--- config.mk ---
export PLATFORM = sky130hd
export DESIGN_NAME = method_descriptor_slot_counter_unit
export DESIGN_NICKNAME = d
export VERILOG_FILES = /design/src/rtl/mdsc_pkg.sv /design/src/rtl/mdsc_step.sv /design/src/rtl/method_descriptor_slot_counter_unit.sv
export SDC_FILE = /design/constraint.sdc
export NUM_CORES = 1
export LEC_CHECK = 0
export ABC_AREA = 0
export BUFFER_PORTS_ARGS = -buffer_cell sky130_fd_sc_hd__buf_2
export CELL_PAD_IN_SITES_DETAIL_PLACEMENT = 0
export CELL_PAD_IN_SITES_GLOBAL_PLACEMENT = 1
export CORE_ASPECT_RATIO = 1.25
export CORE_UTILIZATION = 30
export DETAILED_ROUTE_END_ITERATION = 8
export PLACE_DENSITY = 0.69
export SETUP_SLACK_MARGIN = 0.05
export SYNTH_ARGS = -nofsm -noshare
export SYNTH_HDL_FRONTEND = slang
export SYNTH_SLANG_ARGS = --single-unit
--- constraint.sdc ---
create_clock -name i_clk -period 3.25 [get_ports i_clk]
set_input_delay 0.325 -clock i_clk [delete_from_list [all_inputs] [get_ports i_clk]]
set_output_delay 0.325 -clock i_clk [all_outputs]
set_load 0.02 [all_outputs]
--- src/rtl/mdsc_pkg.sv ---
// ---------------------------------------------------------------------------
// mdsc_pkg
// Shared types and codes for the method descriptor slot counter.
// ---------------------------------------------------------------------------
package mdsc_pkg;

    // parser phase codes
    localparam logic [2:0] PH_BEFORE_OPEN = 3'd0;
    localparam logic [2:0] PH_IN_LIST     = 3'd1;
    localparam logic [2:0] PH_OBJ_SKIP    = 3'd2;
    localparam logic [2:0] PH_OBJ_NAME    = 3'd3;
    localparam logic [2:0] PH_ARRAY       = 3'd4;
    localparam logic [2:0] PH_ARRAY_NAME  = 3'd5;
    localparam logic [2:0] PH_CLOSED      = 3'd6;

    // sticky error flag bit positions
    localparam int unsigned ERR_BAD_BIT = 0;
    localparam int unsigned ERR_SAT_BIT = 1;

    // result status codes
    localparam logic [1:0] ST_OK         = 2'd0;
    localparam logic [1:0] ST_BAD_ELEM   = 2'd1;
    localparam logic [1:0] ST_NOT_CLOSED = 2'd2;
    localparam logic [1:0] ST_SATURATED  = 2'd3;

    // descriptor characters
    localparam logic [7:0] CH_OPEN  = 8'h28;  // (
    localparam logic [7:0] CH_CLOSE = 8'h29;  // )
    localparam logic [7:0] CH_SEMI  = 8'h3B;  // ;
    localparam logic [7:0] CH_ARR   = 8'h5B;  // [
    localparam logic [7:0] CH_OBJ   = 8'h4C;  // L
    localparam logic [7:0] CH_LONG  = 8'h4A;  // J
    localparam logic [7:0] CH_DBL   = 8'h44;  // D
    localparam logic [7:0] CH_B     = 8'h42;
    localparam logic [7:0] CH_C     = 8'h43;
    localparam logic [7:0] CH_S     = 8'h53;
    localparam logic [7:0] CH_F     = 8'h46;
    localparam logic [7:0] CH_I     = 8'h49;
    localparam logic [7:0] CH_Z     = 8'h5A;
    localparam logic [7:0] CH_V     = 8'h56;

    typedef struct packed {
        logic [2:0] phase;
        logic [7:0] count;
        logic [1:0] err;
        logic       first;
    } t_state;

    localparam t_state STATE_RESET = '{
        phase: PH_BEFORE_OPEN,
        count: 8'd0,
        err:   2'b00,
        first: 1'b1
    };

endpackage

--- src/rtl/mdsc_step.sv ---
// ---------------------------------------------------------------------------
// mdsc_step
// One-byte parser update: next state and the result fields for a last byte.
// ---------------------------------------------------------------------------
module mdsc_step
    import mdsc_pkg::*;
(
    input  t_state     i_state,
    input  logic [7:0] i_char_byte,
    input  logic       i_is_static,
    input  logic       i_last_byte,
    output t_state     o_state,
    output logic [7:0] o_slot_count,
    output logic [1:0] o_status
);

    logic [7:0] base_count;
    logic [1:0] add_n;
    logic [8:0] sum;
    logic [2:0] ph;
    logic [1:0] err;
    logic [7:0] cnt;

    always_comb begin
        base_count = i_state.first ? {7'd0, ~i_is_static} : i_state.count;
        ph         = i_state.phase;
        err        = i_state.err;
        add_n      = 2'd0;

        case (i_state.phase)
            PH_BEFORE_OPEN: begin
                if (i_char_byte == CH_OPEN) ph = PH_IN_LIST;
            end
            PH_IN_LIST: begin
                if (i_char_byte inside {CH_B, CH_C, CH_S, CH_F, CH_I, CH_Z, CH_V}) begin
                    add_n = 2'd1;
                end else if (i_char_byte inside {CH_LONG, CH_DBL}) begin
                    add_n = 2'd2;
                end else if (i_char_byte == CH_OBJ) begin
                    add_n = 2'd1;
                    ph    = PH_OBJ_SKIP;
                end else if (i_char_byte == CH_ARR) begin
                    add_n = 2'd1;
                    ph    = PH_ARRAY;
                end else if (i_char_byte == CH_CLOSE) begin
                    ph = PH_CLOSED;
                end else begin
                    err[ERR_BAD_BIT] = 1'b1;
                    ph               = PH_CLOSED;
                end
            end
            PH_OBJ_SKIP: begin
                ph = PH_OBJ_NAME;
            end
            PH_OBJ_NAME, PH_ARRAY_NAME: begin
                if (i_char_byte == CH_SEMI) ph = PH_IN_LIST;
            end
            PH_ARRAY: begin
                if (i_char_byte == CH_OBJ) begin
                    ph = PH_ARRAY_NAME;
                end else if (i_char_byte != CH_ARR) begin
                    ph = PH_IN_LIST;
                end
            end
            default: begin
            end
        endcase

        // saturating add
        sum = {1'b0, base_count} + {7'd0, add_n};
        if (sum[8]) begin
            cnt              = 8'hFF;
            err[ERR_SAT_BIT] = 1'b1;
        end else begin
            cnt = sum[7:0];
        end

        if (err[ERR_BAD_BIT]) begin
            o_status = ST_BAD_ELEM;
        end else if (ph != PH_CLOSED) begin
            o_status = ST_NOT_CLOSED;
        end else if (err[ERR_SAT_BIT]) begin
            o_status = ST_SATURATED;
        end else begin
            o_status = ST_OK;
        end
        o_slot_count = cnt;

        if (i_last_byte) begin
            o_state = STATE_RESET;
        end else begin
            o_state.phase = ph;
            o_state.count = cnt;
            o_state.err   = err;
            o_state.first = 1'b0;
        end
    end

endmodule

--- src/rtl/method_descriptor_slot_counter_unit.sv ---
// ---------------------------------------------------------------------------
// method_descriptor_slot_counter_unit
// Counts JVM argument slots of a method descriptor streamed one byte a cycle when not stalled.
// ---------------------------------------------------------------------------
// Usage:
//   Input channel (i_valid / o_ready) carries one descriptor byte per
//   transaction with i_is_static (sampled on the first byte) and
//   i_last_byte marking the end of the descriptor.
//   Output channel (o_valid / i_ready) carries one transaction per
//   descriptor: o_slot_count (saturating at 255) and o_status
//   (ok, bad element byte, list not closed, count saturated).
//   Bytes without i_last_byte produce no output transaction.
// Path: a byte is captured in the input register and parsed from there
//   straight into the output register; with a free output register,
//   o_valid rises once the last byte has passed through the input
//   register and the output register.
// Throughput: one byte per cycle unless stalled. The parser state update is a
//   single short step between the input register and the state register.
// Stall: while the output register holds an untaken result, a new last byte
//   waits in the input register; other bytes keep flowing. o_ready drops
//   only when the input register is full and cannot advance.
// Reset: synchronous active-low i_rst_n empties both registers and puts the
//   parser in its start state (before '(' with the first-byte flag set).
// ---------------------------------------------------------------------------
module method_descriptor_slot_counter_unit
    import mdsc_pkg::*;
(
    input  logic       i_clk,
    input  logic       i_rst_n,
    input  logic       i_valid,
    output logic       o_ready,
    input  logic [7:0] i_char_byte,
    input  logic       i_is_static,
    input  logic       i_last_byte,
    output logic       o_valid,
    input  logic       i_ready,
    output logic [7:0] o_slot_count,
    output logic [1:0] o_status
);

    // input register
    logic       r_in_vld;
    logic [7:0] r_in_char;
    logic       r_in_static;
    logic       r_in_last;

    // parser state
    t_state     r_state;
    t_state     n_state;

    // output register
    logic       r_out_vld;
    logic [7:0] r_out_count;
    logic [1:0] r_out_status;
    logic [7:0] n_out_count;
    logic [1:0] n_out_status;

    logic out_free;
    logic fire;

    // a last byte may only be parsed when the output register can take it
    assign out_free = !r_out_vld || i_ready;
    assign fire     = r_in_vld && (!r_in_last || out_free);
    assign o_ready  = !r_in_vld || fire;

    mdsc_step u_step (
        .i_state      (r_state),
        .i_char_byte  (r_in_char),
        .i_is_static  (r_in_static),
        .i_last_byte  (r_in_last),
        .o_state      (n_state),
        .o_slot_count (n_out_count),
        .o_status     (n_out_status)
    );

    always_ff @(posedge i_clk) begin
        if (!i_rst_n) begin
            r_in_vld <= 1'b0;
        end else if (o_ready) begin
            r_in_vld <= i_valid;
        end
    end

    always_ff @(posedge i_clk) begin
        if (o_ready && i_valid) begin
            r_in_char   <= i_char_byte;
            r_in_static <= i_is_static;
            r_in_last   <= i_last_byte;
        end
    end

    always_ff @(posedge i_clk) begin
        if (!i_rst_n) begin
            r_state <= STATE_RESET;
        end else if (fire) begin
            r_state <= n_state;
        end
    end

    always_ff @(posedge i_clk) begin
        if (!i_rst_n) begin
            r_out_vld <= 1'b0;
        end else if (fire && r_in_last) begin
            r_out_vld <= 1'b1;
        end else if (i_ready) begin
            r_out_vld <= 1'b0;
        end
    end

    always_ff @(posedge i_clk) begin
        if (fire && r_in_last) begin
            r_out_count  <= n_out_count;
            r_out_status <= n_out_status;
        end
    end

    assign o_valid      = r_out_vld;
    assign o_slot_count = r_out_count;
    assign o_status     = r_out_status;

`ifndef NO_ASSERTIONS
    // a last byte is never parsed over an untaken result
    a_no_overwrite: assert property (@(posedge i_clk) disable iff (!i_rst_n)
        fire && r_in_last |-> out_free)
        else $error("result register overwritten");

    // the parser restarts after every descriptor and the result is posted
    a_restart: assert property (@(posedge i_clk) disable iff (!i_rst_n)
        fire && r_in_last |=> r_state.first && r_out_vld)
        else $error("parser did not restart after last byte");

    // the saturation flag only stands with a pinned count
    a_sat_count: assert property (@(posedge i_clk) disable iff (!i_rst_n)
        r_state.err[ERR_SAT_BIT] |-> r_state.count == 8'hFF)
        else $error("saturation flag without full count");
`endif

endmodule
==> flow_summary_export.csv, run 1 <==
group,metric,value,unit
outcome,run_status,"finished clean",
power,powerDensity,377,nW/um^2
critical_path,start_kind,"register",
cts,clockBufferDepth,2,
grt,grt_start_max_net_pins,16,
routing,totalWireLength,4450,um
layout,nFillCells,649,
synth,ys_types,54,
synth,synthTopCellsByCount,"edfxtp_1, dfxtp_1, nand2_1",
critical_path,cp_data_arrival_time,3.24,ns
floorplanning,core,6290,sq um
flow_run,max_cap_violations,0,
timing,hold_viol,0,
timing,post-route-period-util,92.7,%
floorplanning,die_w,75.0,um
power,peakVddDrop,0.292,mV
timing,rsz0062_at_grt,"yes",
synth,seq_area_frac_synth,46.1,%
grt,first_global_vias,1567,
cts,cts_tree,"done",
floorplanning,die_h,93.2,um
timing,relSlewSlack,28.7,%
timing,skew,0.00788,ns
routing,drc,0,
floorplanning,die-area,6990,sq um
layout,antenna-diode-count,0,
power,power_leakage,0.884,nW
critical_path,critPathMaxFanout,6,
critical_path,critPathRequiredTime,3.48,ns
timing,post-route-min-period,3.01,ns
routing,dr.first_iter.drc_count,109,
synth,synth_top_cell_by_area,"edfxtp_1",
synth,yosys_most_used_dff,"edfxtp_1",
synth,synth_top_area_share,30.1,%
cts,clk_pin_slew,0.08,ns
cts,cts_inserted_buffers,5,
synth,synth.net_count,225,
routing,drtAntennaViolNets,0,
timing,setup-tns-final,0,ns
layout,multi_input_area,998,sq um
grt,grt_pass1_wl,7690,um
routing,vias,1662,
layout,regArea,921,sq um
timing,worst_slew_pin_slew,1.06,ns
cts,ctsHtreeMaxLevel,2,
grt,antenna_found_initial,0,
timing,setup_viol,0,
floorplanning,ioPinCount,26,
routing,via_per_inst,5.08,
synth,synthCells,208,
cts,cts_root_buf,"clkbuf_8",
layout,fin_nets,258,
synth,synth_area_leaders,"edfxtp_1, dfxtp_1, nor2b_1",
placed_design,dpl_cell_area,2250,sq um
critical_path,crit_type,"register to register",
synth,ys_warn_count,0,
cts,clkSinkCount,36,
floorplanning,rows,32,
placed_design,hpwl,3160,um
synth,ys_ff_latch,36,
grt,grtUsageTotal,14.5,%
placed_design,portBuffers,25,
synth,ys_async_sr_fraction,0,%
synth,synth-edff-count,20,
min_path,hp-class,"primary input to register",
routing,dr.pass1.iters,4,
routing,wl_per_cell,13.6,um
synth,yosysMostFrequentCell,"edfxtp_1",
timing,fmax,332,MHz
critical_path,worstSetupEndpointType,"register",
synth,syn_area,2000,sq um
layout,syn2layout_area_growth,18.8,%
placed_design,gp_congestion,0.828,
synth,syn_area_per_cell,9.61,sq um
layout,design_area,2370,sq um
timing,drv_slew,0,
timing,whs,0.209,ns
floorplanning,start_util,31.8,%
layout,drive_above_1_share,23.6,%
cts,insertion_delay,0.29,ns
grt,grt_overflow,0,
## repair_timing
item | CTS | global route
setup buffers | 0 | 2
hold buffers | 0 | 0
resized for setup | 0 | 7
endpoints found under the setup margin | 0 | 10
## where the power goes
group	total [mW]	leakage (nW)	switching, mW	internal (mW)
registers	0.509	0.314	0.0152	0.494
logic	0.0745	0.522	0.0423	0.0322
clock network	0.311	0.0479	0.162	0.149
## sequential cells by signal, summed over array words and instances, names as in the netlist
name          cells
r_state          14
o_slot_count      8
r_in_char         8
o_status          2
o_valid           1
r_in_last         1
r_in_static       1
r_in_vld          1
## layout make-up
class | instances | share of cell area [%]
well taps | 85 | 4.48
clock buffers | 5 | 2.90
inverters | 12 | 1.90
repair buffers | 37 | 9.11
clock inverters | 3 | 0.790
flip-flops and latches | 36 | 38.8
multi-input cells | 149 | 42.0
## per-layer routing
| metal | GRT usage, % | vias to the layer above | part of all wire, % |
|---|---|---|---|
| li1 | - | 834 | - |
| met1 | 19.8 | 774 | 46 |
| met2 | 22.4 | 44 | 46 |
| met3 | 2.69 | 10 | 4.7 |
| met4 | 5.97 | 0 | 2.7 |
| met5 | 0 | - | 0 |
## path summary, 6_finish.rpt
check	cells past startpoint	endpoint	from	slack, ns
worst max-delay path	10	r_state[7]	r_in_char[7]	0.24
worst min register to register	2	r_state[3]	r_state[3]	0.47
worst max register to register	10	r_state[7]	r_in_char[7]	0.24
worst min-delay path	1	r_in_static	i_is_static	0.21
## through the flow
stage	worst slack, ns	util (%)	instances	total power, mW
6_report	0.237	37.8	327	0.895
5_1_grt	0.0256	37.8	327	0.937
4_1_cts	0.129	37.1	324	0.905
3_5_place_dp	0.137	35.7	316	0.594
3_3_place_gp	0.214	35.7	316	0.593
2_1_floorplan	0.0862	-	208	0.565
## cells by family (layout without fill, tap and decap cells)
logic type                 after synthesis  in the layout  share of synthesized area, %
muxes                                    3              3                          1.50
xor gates and xnor gates                 1              1                         0.438
buffers and inverters                   23             57                          4.95
adders and majority gates                3              3                          2.25
DFF                                     36             36                          46.1
and+or+nand+nor                         78             78                          22.2
AOI/OAI and AO/OA                       64             64                          22.6
## placed cells by master (no fill, tap or decap), types with 4 or more instances in the layout
cell      Yosys  final
a21boi_0      5      5
nand2_1      13     13
dfxtp_1      16     16
o21ai_0      12     11
nor3_1        5      5
edfxtp_1     20     20
a22oi_1       5      5
nor2_1       12     12
a21oi_1      10     10
inv_1        11     11
buf_2         4     26
clkbuf_8      0      5
or3_1         6      5
buf_4         0     10
or2_2         4      4
a21o_1        4      4
nor2b_1      11     11
nand2b_1      9      9
## critical path, stage by stage, from the launching register on
cell and delay [ns]:
edfxtp_1 0.38, or3b_4 0.41, or3_4 0.33, or4_4 0.45
fa_2 0.41, nand3b_1 0.21, nor4_2 0.22, buf_4 0.20
o21bai_1 0.12, a22oi_1 0.09, nor2b_1 0.13
Note: power is estimated with default switching activity, not from simulation.
==> run 2, diff against run 1 <==
- CORE_UTILIZATION: 30 -> 40
- CTS_CLUSTER_DIAMETER: not set -> 120
- PLACE_DENSITY: 0.69 -> 0.85
==> run 2 against run 1 <==
Compared with the run above: count of clock-buffer cells in the layout is 3 higher; sequential power hardly changed; combinational power is 4.2% higher; total power is 4.7% higher; non-clock buffer count is 4 higher; sequential share of layout area is 0.66 points lower; wire length hardly changed; fmax is 2.9% lower; core utilization is 13 points higher; largest power group unchanged.
==> flow_summary_export.csv, run 2 (synthesis gave the netlist of run 1 again) <==
group,metric,value,unit
routing,dr.pass1.iters,4,
cts,cts_root_buf,"clkbuf_8",
routing,drtAntennaViolNets,0,
cts,ctsHtreeMaxLevel,2,
critical_path,crit_family,"simple AND/OR/NAND/NOR gates",
layout,multi_input_area,1020,sq um
timing,relSlewSlack,31.9,%
cts,cts_hold_buf,0,
critical_path,start_kind,"register",
critical_path,r2r_setup_slack,0.15,ns
critical_path,critPathRequiredTime,3.42,ns
power,power.total,937,uW
floorplanning,ioPinCount,26,
timing,setup_viol,0,
power,peakVddDrop,0.263,mV
layout,top_register,"r_state",
routing,wl_met3,187,um
grt,grt_overflow,0,
layout,final_common_cell,"buf_2",
floorplanning,die-area,5280,sq um
timing,hold_viol,0,
routing,top_layer,"met4",
grt,grt_pass1_wl,7250,um
timing,post-route-min-period,3.10,ns
timing,worst_slew_pin_slew,1.02,ns
critical_path,critPathMaxFanout,5,
grt,first_global_vias,1556,
timing,fmax,322,MHz
grt,grt_start_max_net_pins,16,
floorplanning,rows,28,
timing,post-route-period-util,95.5,%
routing,vias,1699,
layout,fin_nets,262,
floorplanning,core,4760,sq um
layout,syn2layout_area_growth,20.9,%
min_path,hp-class,"primary input to register",
placed_design,gp_congestion,0.787,
grt,grtUsageTotal,18.0,%
power,powerDensity,388,nW/um^2
routing,drt-met1-wl,2010,um
layout,largest_reg_flops,14,
floorplanning,die_w,65.2,um
outcome,run_status,"finished clean",
timing,skew,0.00927,ns
placed_design,dpl_worst_slack,0.114,ns
critical_path,cp.buffers_inverters,1,
routing,wl_per_cell,14.5,um
routing,totalWireLength,4450,um
routing,met2_wirelength,2170,um
placed_design,portBuffers,25,
cts,cts_inserted_buffers,5,
routing,via_per_inst,5.55,
floorplanning,start_util,41.9,%
critical_path,slowest_delay,0.44,ns
timing,rsz0062_at_grt,"yes",
cts,clk_pin_slew,0.08,ns
layout,regArea,921,sq um
layout,nFillCells,475,
timing,setup-tns-final,0,ns
critical_path,cp_slowest_cell,"or4_4",
critical_path,worstSetupEndpointType,"register",
layout,final_cell_mix,"buf_2, edfxtp_1, dfxtp_1, buf_4, nand2_1",
critical_path,cp_data_arrival_time,3.27,ns
grt,antenna_found_initial,0,
cts,clkSinkCount,36,
placed_design,hpwl,3020,um
critical_path,crit_chain,"or3b_4 -> or3_4 -> or4_4 -> fa_2 -> nand3b_1 -> nor4_4 -> clkdlybuf4s15_2 -> or2_2 -> a31o_1",
power,power_leakage,0.930,nW
cts,cts_tree,"done",
timing,setup_slack,0.146,ns
routing,dr.first_iter.drc_count,105,
timing,drv_slew,0,
critical_path,crit_type,"register to register",
flow_run,max_cap_violations,0,
cts,insertion_delay,0.29,ns
layout,drive_above_1_share,25.6,%
cts,clockBufferDepth,2,
routing,drc,0,
layout,antenna-diode-count,0,
floorplanning,die_h,81.0,um
run 2: worst paths after layout:
| check | end | depth (start not counted) | start |
|---|---|---|---|
| hold / removal | r_in_char[2] | 1 | i_char_byte[2] |
| setup / recovery | o_status[0] | 9 | r_in_char[5] |
| setup reg to reg | o_status[0] | 9 | r_in_char[5] |
| hold reg to reg | r_state[3] | 2 | r_state[3] |
run 2: through the flow:
stage / cells / cell area, sq um / hold WS [ns] / utilization [%]
floorplan: 208 / 2000 / 0.424 / -
global placement: 292 / 2220 / 0.446 / 46.6
detailed placement: 292 / 2220 / 0.467 / 46.6
CTS: 300 / 2320 / 0.204 / 48.7
global route: 306 / 2420 / 0.200 / 50.7
finish: 306 / 2420 / 0.208 / 50.7
run 2: final cells by class:
class	instances	area share, %
Multi-Input combinational cell	149	42.3
Sequential cell	36	38.1
Timing Repair Buffer	41	10.5
Clock buffer	8	4.14
Tap cell	60	3.11
Inverter	12	1.86
run 2: repair_timing:
item | in CTS | in global routing
resized for setup | 0 | 10
setup endpoints to repair | 0 | 10
setup buffers | 0 | 5
run 2: power breakdown:
| group | switching, mW | internal (mW) |
|---|---|---|
| clock network | 0.159 | 0.193 |
| logic | 0.0444 | 0.0332 |
| registers | 0.0132 | 0.494 |
run 2: per-layer routing:
layer  vias to the layer above  track usage, %
met5                         -               0
met4                         0            7.17
met3                         7            3.51
met2                        33            30.1
met1                       818            22.6
li1                        841               -
==> run 3, diff against run 2 <==
- CORE_ASPECT_RATIO: 1.25 -> 1.75
==> run 3 against run 2 <==
Compared with the run above: first-iteration DRC count is 58% lower; fmax is 1.5% higher; flip-flop and latch count unchanged; count of clock-buffer cells in the layout decreased by 3; non-clock buffer count down 4; combinational power decreased by 1%; sequential power barely moved; die area grew 0.17%; cell count down 3.9%; setup slack improved by 0.047 ns; core utilization is 1.8 points lower; largest cell class unchanged.
==> flow_summary_export.csv, run 3 (synthesis gave the netlist of run 1 again) <==
group,metric,value,unit
timing,relSlewSlack,28.4,%
layout,antenna-diode-count,0,
routing,wl_met3,93,um
power,powerDensity,386,nW/um^2
routing,totalWireLength,4540,um
layout,drive_above_1_share,22.7,%
timing,skew,0.0138,ns
timing,setup_viol,0,
power,power_leakage,0.880,nW
layout,nFillCells,466,
cts,cts_tree,"done",
timing,post-route-period-util,94.1,%
routing,top_layer,"met4",
timing,whs,0.201,ns
grt,grt_start_max_net_pins,16,
cts,clk_pin_slew,0.08,ns
layout,fin_nets,258,
placed_design,dpl_cell_area,2220,sq um
layout,fin_util,48.9,%
critical_path,crit_type,"register to register",
layout,final_cell_mix,"buf_2, edfxtp_1, dfxtp_1, nand2_1",
power,peakVddDrop,0.259,mV
layout,final_common_cell,"buf_2",
timing,drv_slew,0,
critical_path,worstSetupEndpointType,"register",
critical_path,slowest_delay,0.54,ns
cts,cts_hold_buf,0,
layout,design_area,2320,sq um
grt,grtUsageTotal,18.3,%
cts,clockBufferDepth,2,
placed_design,dp_cells,285,
routing,wl_per_cell,15.4,um
cts,insertion_delay,0.29,ns
timing,worst_slew_pin_slew,1.07,ns
cts,ctsHtreeMaxLevel,2,
critical_path,cp_slowest_cell,"or4_4",
timing,hold_viol,0,
timing,setup_slack,0.193,ns
routing,met2_wirelength,2430,um
timing,post-route-min-period,3.06,ns
cts,cts_inserted_buffers,5,
grt,grt_pass1_wl,7540,um
cts,clkSinkCount,36,
grt,antenna_found_initial,0,
critical_path,critPathRequiredTime,3.47,ns
outcome,run_status,"finished clean",
grt,first_global_vias,1649,
placed_design,hpwl,3310,um
floorplanning,start_util,42.1,%
floorplanning,die_h,95.5,um
timing,rsz0062_at_grt,"no",
routing,dr.pass1.iters,4,
floorplanning,die_w,55.4,um
critical_path,cp_data_arrival_time,3.28,ns
routing,drt-met1-wl,1860,um
timing,setup-tns-final,0,ns
routing,drc,0,
layout,top_register,"r_state",
cts,cts_root_buf,"clkbuf_8",
grt,grt_overflow,0,
flow_run,max_cap_violations,0,
routing,dr.first_iter.drc_count,44,
power,power.total,896,uW
critical_path,critPathMaxFanout,3,
critical_path,start_kind,"register",
routing,via_per_inst,5.74,
floorplanning,core,4750,sq um
min_path,hp-class,"primary input to register",
placed_design,gp_congestion,0.854,
routing,vias,1689,
timing,fmax,327,MHz
layout,syn2layout_area_growth,16.3,%
floorplanning,die-area,5290,sq um
routing,drtAntennaViolNets,0,
floorplanning,ioPinCount,26,
critical_path,crit_chain,"or3b_4 -> or3_4 -> or4_4 -> fa_2 -> nand3b_1 -> buf_4 -> o21ai_1 -> mux2i_1 -> o32ai_1 -> and2_1",
layout,largest_reg_flops,14,
layout,final_cells,294,
floorplanning,rows,33,
placed_design,portBuffers,25,
placed_design,dpl_worst_slack,-0.00478,ns
==> run 3: cell type report <==
class / count / area [sq um] / area share (%)
well taps: 52 / 65.1 / 2.80
multi-input cells: 149 / 995 / 42.8
clock buffers: 5 / 68.8 / 2.96
repair buffers: 37 / 215 / 9.26
clock inverters: 3 / 13.8 / 0.592
inverters: 12 / 45.0 / 1.94
flip-flops and latches: 36 / 921 / 39.6
==> run 3: final timing paths <==
path                        to  cells after the start            from  slack (ns)
setup reg to reg   r_state[10]                     10    r_in_char[5]        0.19
hold reg to reg     r_state[3]                      2      r_state[3]        0.46
setup / recovery   r_state[10]                     10    r_in_char[5]        0.19
hold / removal    r_in_char[0]                      1  i_char_byte[0]        0.20
==> run 3: repair_timing <==
action	in CTS	in global routing
gates resized for setup	1	3
pin swaps	1	0
endpoints found under the setup margin	7	6
buffers inserted	0	1
==> run 3: power by group <==
group	switching, mW	internal (mW)	leakage [nW]
sequential	0.0149	0.494	0.314
clock	0.165	0.146	0.0453
combinational	0.0436	0.0331	0.520
==> run 3: worst max-delay path, delay by kind of cell (launching register included) <==
family          cells  cell delay [ns]
fa+ha+maj           1             0.36
simple gates        5             1.65
buf+inv             1             0.18
flops               1             0.39
mux                 1             0.10
compound gates      2             0.33
==> run 3: metal layers <==
| metal | GRT usage [%] | up-vias |
|---|---|---|
| met2 | 33.0 | 31 |
| met5 | 0 | - |
| li1 | - | 838 |
| met4 | 10.6 | 0 |
| met1 | 19.9 | 808 |
| met3 | 3.12 | 12 |
